==> src/hw/rtl/spq_pkg.sv <==
// ----------------------------------------------------------------------------
// spq_pkg: shared types and constants of the sorted priority queue
// Key and count widths, queue depth, operation and status codes, and the
// packed transfer types of the input and result channels.
// ----------------------------------------------------------------------------
package spq_pkg;

    localparam int DEPTH     = 16;
    localparam int KEY_WIDTH = 32;
    localparam int COUNT_W   = $clog2(DEPTH + 1);

    typedef logic signed [KEY_WIDTH-1:0] key_t;
    typedef logic [COUNT_W-1:0]          count_t;

    typedef enum logic {
        KIND_ADD = 1'b0,
        KIND_POP = 1'b1
    } kind_t;

    typedef enum logic [1:0] {
        STATUS_OK    = 2'd0,
        STATUS_EMPTY = 2'd1,
        STATUS_FULL  = 2'd2
    } status_t;

    typedef struct packed {
        kind_t kind;
        key_t  key;
    } in_item_t;

    typedef struct packed {
        key_t    popped_key;
        status_t status;
        logic    was_nonempty;
        count_t  count_after;
    } out_item_t;

    // per-cycle command broadcast to every cell
    typedef struct packed {
        logic ins_en;
        logic pop_en;
    } cell_ctrl_t;

endpackage

==> src/hw/rtl/spq_cell.sv <==
// ----------------------------------------------------------------------------
// spq_cell: one slot of the sorted chain
// Holds a key and a valid bit; on insert it keeps, takes the new key or takes
// its left neighbor; on pop it takes its right neighbor.
// ----------------------------------------------------------------------------
module spq_cell (
    input  logic                aclk,
    input  logic                aresetn,
    input  spq_pkg::cell_ctrl_t ctrl,
    input  spq_pkg::key_t       new_key,
    input  spq_pkg::key_t       left_key,
    input  logic                left_valid,
    input  logic                left_ge,
    input  spq_pkg::key_t       right_key,
    input  logic                right_valid,
    output spq_pkg::key_t       key,
    output logic                valid,
    output logic                ge
);

    spq_pkg::key_t key_reg, key_next;
    logic          valid_reg, valid_next;

    // empty slots count as holding +infinity
    assign ge = !valid_reg || (new_key <= key_reg);

    always_comb begin
        key_next   = key_reg;
        valid_next = valid_reg;
        if (ctrl.pop_en) begin
            key_next   = right_key;
            valid_next = right_valid;
        end else if (ctrl.ins_en && ge) begin
            if (!left_ge) begin
                key_next   = new_key;
                valid_next = 1'b1;
            end else begin
                key_next   = left_key;
                valid_next = left_valid;
            end
        end
    end

    always_ff @(posedge aclk) begin
        if (!aresetn) begin
            valid_reg <= 1'b0;
        end else begin
            valid_reg <= valid_next;
        end
    end

    always_ff @(posedge aclk) begin
        key_reg <= key_next;
    end

    assign key   = key_reg;
    assign valid = valid_reg;

endmodule

==> src/hw/rtl/sorted_priority_queue.sv <==
// ----------------------------------------------------------------------------
// sorted_priority_queue: min priority queue built as a chain of sorted cells
// Up to DEPTH signed keys kept in ascending order; add and pop operations.
// ----------------------------------------------------------------------------
// usage
// - input channel s_valid / s_ready / s_data carries one operation per
//   transfer: kind add inserts key ahead of the first stored key that is
//   greater than or equal to it, kind pop removes the smallest key
// - result channel m_valid / m_ready / m_data returns exactly one result per
//   operation: popped key, status, was_nonempty and the count afterwards
// - every cell compares the incoming key against its own key in the same
//   cycle and shifts with its neighbor, so an operation completes in the
//   cycle it is accepted; the result is registered and appears in the cycle after
// - throughput is one operation per cycle while the receiver takes results,
//   set by the cell update and the one-entry result register
// - when the receiver stalls the result register holds, and s_ready stays
//   high only if that register is being emptied in the same cycle
// - a pop on an empty queue returns status empty; an add to a full queue is
//   dropped and returns status full
// - reset (aresetn low, synchronous) empties the queue and the result
//   register; no clearing pass is needed
// ----------------------------------------------------------------------------
module sorted_priority_queue (
    input  logic               aclk,
    input  logic               aresetn,
    input  logic               s_valid,
    output logic               s_ready,
    input  spq_pkg::in_item_t  s_data,
    output logic               m_valid,
    input  logic               m_ready,
    output spq_pkg::out_item_t m_data
);

    localparam int DEPTH = spq_pkg::DEPTH;

    // cell chain wiring
    spq_pkg::key_t       cell_key   [DEPTH];
    logic [DEPTH-1:0]    cell_valid;
    logic [DEPTH-1:0]    cell_ge;
    spq_pkg::cell_ctrl_t ctrl;

    // control state
    spq_pkg::count_t    count_reg, count_next;
    logic               m_valid_reg, m_valid_next;
    spq_pkg::out_item_t out_reg, out_next;

    logic accept;
    logic is_pop;
    logic empty;
    logic full;

    assign s_ready = !m_valid_reg || m_ready;
    assign accept  = s_valid && s_ready;
    assign is_pop  = (s_data.kind == spq_pkg::KIND_POP);
    assign empty   = (count_reg == '0);
    assign full    = (count_reg == spq_pkg::COUNT_W'(DEPTH));

    // commands to the chain, only on a transfer that changes the queue
    assign ctrl.pop_en = accept && is_pop && !empty;
    assign ctrl.ins_en = accept && !is_pop && !full;

    // chain of cells, ends tied off as empty
    for (genvar i = 0; i < DEPTH; i++) begin : g_cell
        spq_pkg::key_t left_key, right_key;
        logic          left_valid, left_ge, right_valid;

        if (i == 0) begin : g_head
            assign left_key   = '0;
            assign left_valid = 1'b0;
            assign left_ge    = 1'b0;
        end else begin : g_mid_left
            assign left_key   = cell_key[i-1];
            assign left_valid = cell_valid[i-1];
            assign left_ge    = cell_ge[i-1];
        end

        if (i == DEPTH - 1) begin : g_tail
            assign right_key   = '0;
            assign right_valid = 1'b0;
        end else begin : g_mid_right
            assign right_key   = cell_key[i+1];
            assign right_valid = cell_valid[i+1];
        end

        spq_cell u_cell (
            .aclk        (aclk),
            .aresetn     (aresetn),
            .ctrl        (ctrl),
            .new_key     (s_data.key),
            .left_key    (left_key),
            .left_valid  (left_valid),
            .left_ge     (left_ge),
            .right_key   (right_key),
            .right_valid (right_valid),
            .key         (cell_key[i]),
            .valid       (cell_valid[i]),
            .ge          (cell_ge[i])
        );
    end

    // count and result formation
    always_comb begin
        count_next = count_reg;
        out_next   = out_reg;
        if (accept) begin
            out_next.popped_key   = '0;
            out_next.status       = spq_pkg::STATUS_OK;
            out_next.was_nonempty = 1'b0;
            if (is_pop) begin
                if (empty) begin
                    out_next.status = spq_pkg::STATUS_EMPTY;
                end else begin
                    // head cell holds the smallest key
                    out_next.popped_key = cell_key[0];
                    count_next          = count_reg - 1'b1;
                end
            end else begin
                out_next.was_nonempty = !empty;
                if (full) begin
                    out_next.status = spq_pkg::STATUS_FULL;
                end else begin
                    count_next = count_reg + 1'b1;
                end
            end
            out_next.count_after = count_next;
        end
    end

    // result register: load on transfer in, clear when taken
    always_comb begin
        m_valid_next = m_valid_reg;
        if (accept) begin
            m_valid_next = 1'b1;
        end else if (m_ready) begin
            m_valid_next = 1'b0;
        end
    end

    always_ff @(posedge aclk) begin
        if (!aresetn) begin
            count_reg   <= '0;
            m_valid_reg <= 1'b0;
        end else begin
            count_reg   <= count_next;
            m_valid_reg <= m_valid_next;
        end
    end

    always_ff @(posedge aclk) begin
        out_reg <= out_next;
    end

    assign m_valid = m_valid_reg;
    assign m_data  = out_reg;

`ifndef SYNTHESIS
    // occupied cells form a contiguous run from the head, as long as the count
    a_valid_thermometer: assert property (@(posedge aclk) disable iff (!aresetn)
        cell_valid == DEPTH'(((DEPTH + 1)'(1) << count_reg) - 1'b1))
        else $error("cell valid bits disagree with entry count");

    // the two head cells stay in ascending order
    a_sorted: assert property (@(posedge aclk) disable iff (!aresetn)
        (cell_valid[1] |-> (cell_key[0] <= cell_key[1])))
        else $error("head cells out of order");

    // a successful pop returns the head key seen at the transfer
    a_pop_head: assert property (@(posedge aclk) disable iff (!aresetn)
        ctrl.pop_en |=> (m_data.popped_key == $past(cell_key[0])))
        else $error("popped key is not the previous head");

    // a dropped add leaves the queue full
    a_full_drop: assert property (@(posedge aclk) disable iff (!aresetn)
        (accept && !is_pop && full) |=> (count_reg == spq_pkg::COUNT_W'(DEPTH)))
        else $error("dropped add changed the count");
`endif

endmodule

==> config.mk <==
export PLATFORM = sky130hd
export DESIGN_NAME = sorted_priority_queue
export DESIGN_NICKNAME = d
export VERILOG_FILES = /design/src/hw/rtl/spq_pkg.sv /design/src/hw/rtl/spq_cell.sv /design/src/hw/rtl/sorted_priority_queue.sv
export SDC_FILE = /design/constraint.sdc
export NUM_CORES = 2
export LEC_CHECK = 0
export BUFFER_PORTS_ARGS = -buffer_cell sky130_fd_sc_hd__clkbuf_2
export CAP_MARGIN = 20
export CORE_UTILIZATION = 59
export DETAILED_ROUTE_END_ITERATION = 10
export HOLD_SLACK_MARGIN = 0.08
export MAX_ROUTING_LAYER = met4
export PLACE_DENSITY = 0.76
export SYNTH_ARGS = -nofsm -noshare
export SYNTH_HDL_FRONTEND = slang
export SYNTH_SLANG_ARGS = --single-unit
==> constraint.sdc <==
create_clock -name aclk -period 9.41 [get_ports aclk]
set_input_delay 1.882 -clock aclk [delete_from_list [all_inputs] [get_ports aclk]]
set_output_delay 1.882 -clock aclk [all_outputs]
set_load 0.005 [all_outputs]
==> summary.md <==
| Metric | Value |
|---|---|
| DIE HEIGHT | 260.0 um |
| Max-cap viol count | 0 |
| Final WS setup | 4014 ps |
| Synth Register Bits | 574 |
| # DRC | 0 |
| EDFF count, synth | 520 |
| Synth Cell Area | 0.03928 mm2 |
| Pwr dens | 196.0 mW/mm2 |
| Starting Density | 59.64% |
| Min-delay src | g_cell[15].u_cell.key[21] |
| First-pass DRT Iterations | 6 |
| IO Pins | 79 |
| Reg2reg end | g_cell[13].u_cell.key[11] |
| Antenna violations before repair | 1 |
| Setup TNS | 0 ps |
| Grt total ovfl | 0 |
| Max rail drop VDD | 0.0001218 V |
| Cell count after synthesis | 3917 |
| Area post-placement | 0.04026 mm2 |
| Share of cells above drive strength 1 | 7.803% |
| Hold Path Stages | 2 |
| R2R setup slack | 4990 ps |
| Cell area after layout | 0.04248 mm2 |
| CORE AREA | 0.06586 mm2 |
| Clock power share | 32.0% |
| Worst Setup Start Kind | input port |
| Static Leakage | 0.01844 uW |
| DR WL/cell | 21.11 um |
| Setup CP Type | in2reg |
| Setup bufs post-CTS | 0 |
| Syn_nets | 4468 |
| CTS tree | done |
| Htree depth | 3 |
| DP Wirelength | 73530 um |
| RSZ-0062 raised after global routing | no |
| Vias in the first global route | 29840 |
| CTS Root Cell | clkbuf_16 |
| Logic gate share of total power | 26.2% |
| Fmax | 185.3 MHz |
| Worst Clk Skew | 22.77 ps |
| First-pass GRT wire length | 160900 um |
| All-layer global routing usage | 30.51% |
| Area occupied by multi-input gates | 0.01972 mm2 |
| Largest register FFs | 512 |
| RR Startpoint | count_reg[0] |
| Synth area leaders | edfxtp_1 (40%), ha_1 (16%), o221ai_1 (9.7%), nand3_1 (6.4%), inv_1 (5.0%) |
| Vias per cell | 6.606 |
| Final net count | 4404 |
| Final Hold Fails | 0 |
| Cell internal pwr | 5662 uW |
| First DRT Iteration DRCs | 3510 |
| Yosys top cell area share | 39.75% |
| Worst rel slew slack | 27.00% |
| Synthesized area per cell | 10.03 um2 |
| Rows | 94 |
| CP arrival | 5700 ps |
| Final WL | 100800 um |
| # clock sinks | 574 |
| Cell taking the most area after synthesis | edfxtp_1 |
| Seq pwr share | 41.7% |
| Post-CTS Hold Buffers | 0 |
| Resized cells post-CTS | 0 |
| RD Place Congestion | 0.9348 |
| Fillers | 5278 |
| Switching Share | 32.01% |
| Port bufs | 78 |
| Crit path time final | 5396 ps |
| Yosys Warn Count | 0 |
| Sequential share of the synthesized area | 42.51% |
| Status | complete, no violations |
| Storage element area | 0.01670 mm2 |
| Die area | 0.06761 mm2 |
| Crit-path max FO | 18 |
| Worst min path class | reg2reg |
| Reg2reg path depth | 10 |
| Post-synthesis async set-or-reset flop share | 0% |
| Largest net degree at the start of global routing | 186 |
| Primary FF master, synth | edfxtp_1 |
| Pre-CTS setup slack | 3411 ps |
| Die span in x | 260.0 um |
| Worst slew pin tran | 1091 ps |
| Slew Limit Fails | 0 |
| Unique masters post-synth | 60 |
| Clock tree buffer depth | 3 |
| DRT antenna net count | 0 |
| Clock slew at reported path FFs | 60 ps |
| Crit path required time | 9710 ps |
| CP Capture Type | flip-flop |
| Total number of vias | 31540 |
| Clock buffer count from CTS | 68 |
| Synth-to-Final Area Change | 8.151% |
| P_sw | 2666 uW |
| Worst Hold Path EP | g_cell[15].u_cell.key[21] |
| Final setup vio count | 0 |
| Worst-Skew Late Latency | 620 ps |
| Fin crit share | 57.35% |
## power by group through the flow
stage | logic [uW] | registers [uW] | clock network (uW)
global route | 2470 | 3510 | 2780
detailed placement | 2140 | 3520 | 0
finish | 2180 | 3480 | 2670
floorplan | 1590 | 3470 | 0
global placement | 2070 | 3500 | 0
CTS | 2160 | 3470 | 2700
## placed cells by master (no fill, tap or decap), drive strengths merged, types with 6 or more instances in the layout
| master | synthesis | routed |
|---|---|---|
| inv | 522 | 525 |
| edfxtp | 520 | 520 |
| ha | 514 | 514 |
| nand3 | 504 | 504 |
| o221ai | 435 | 435 |
| a21oi | 223 | 223 |
| nand2 | 174 | 174 |
| clkbuf | 116 | 167 |
| o21ai | 142 | 142 |
| nand4 | 114 | 114 |
| dfxtp | 54 | 54 |
| buf | 146 | 50 |
| nor2 | 48 | 48 |
| mux2i | 48 | 48 |
| and3 | 47 | 47 |
| a21o | 44 | 44 |
| o211ai | 41 | 41 |
| clkinv | 1 | 30 |
| nor4 | 22 | 22 |
| a211oi | 22 | 22 |
| nor2b | 21 | 21 |
| a221oi | 19 | 19 |
| nor3 | 17 | 17 |
| nand2b | 14 | 14 |
| mux2 | 14 | 14 |
| and4 | 14 | 14 |
| o311a | 10 | 10 |
| a2111o | 9 | 9 |
| a311oi | 9 | 9 |
| o31ai | 6 | 6 |
| and2 | 6 | 6 |
## worst max-delay path by stage
| stage | start | endpoint | slack [ps] | cells after the start |
|---|---|---|---|---|
| 6_report | s_data[26] | g_cell[1].u_cell.key[7] | 4010 | 10 |
| 2_1_floorplan | s_data[0] | g_cell[5].u_cell.key[0] | 2970 | 9 |
| 3_5_place_dp | s_data[7] | g_cell[14].u_cell.key[6] | 3410 | 10 |
| 4_1_cts | s_data[7] | g_cell[14].u_cell.key[25] | 4050 | 10 |
| 5_1_grt | s_data[7] | g_cell[14].u_cell.key[25] | 3830 | 10 |
| 3_3_place_gp | s_data[29] | g_cell[15].u_cell.valid | 3260 | 10 |
## routing by layer
layer | global-route usage [%] | wire [um]
met2 | 45.75 | 44880
met4 | 11.06 | 3582
met1 | 42.61 | 45570
met3 | 3.421 | 6728
met5 | - | 0
## cell usage after synthesis, types with 16 or more instances
master      n
clkbuf_1  116
ha_1      514
o21ai_0   121
nor3_1     16
nand3_1   504
o221ai_1  435
edfxtp_1  520
a221oi_1   19
a21o_1     44
nor2_1     48
nand4_1   114
nand2_1   174
mux2i_1    47
dfxtp_1    54
a21oi_1   203
and3_1     47
o21ai_1    21
nor2b_1    21
inv_1     522
a21oi_2    20
buf_2     134
a211oi_1   22
nor4_1     22
o211ai_1   41
## cell type report
type                            count  share of cell area (%)
Antenna cell                        1                0.005891
Clock buffer                       89                   4.459
Clock inverter                     37                  0.7687
Inverter                          523                   4.621
Multi-Input combinational cell   2558                   46.41
Sequential cell                   574                   39.30
Tap cell                          864                   2.545
Timing Repair Buffer              128                   1.885
## critical path: stages
cell	delay [ps]
clkbuf_2	480
ha_1	340
and2_0	160
a221o_1	320
a221oi_1	420
o21ai_0	240
a21oi_1	360
mux2_2	400
o21ai_2	670
buf_4	410
## metrics by stage
stage	hold slack [ps]	total power, uW	std cells	util [%]
after floorplan	477.1	5055	3917	-
after CTS	526.3	8331	4773	64.49
final	525.3	8328	4774	64.50
after detailed placement	510.2	5662	4647	61.12
after global routing	559.7	8760	4774	64.50
after global placement	508.1	5575	4646	61.12
## logic make-up (layout without fill, tap and decap cells)
logic type	after synthesis	in the layout	synth area share [%]
xor gates and xnor gates	1	1	0.02230
adders and majority gates	514	514	16.37
buffers and inverters	785	777	8.024
DFF	574	574	42.51
muxes	62	62	1.634
AOI/OAI and AO/OA	987	987	18.53
other	0	1	0
and+or+nand+nor	994	994	12.91
(Power assumes the default switching activity.)
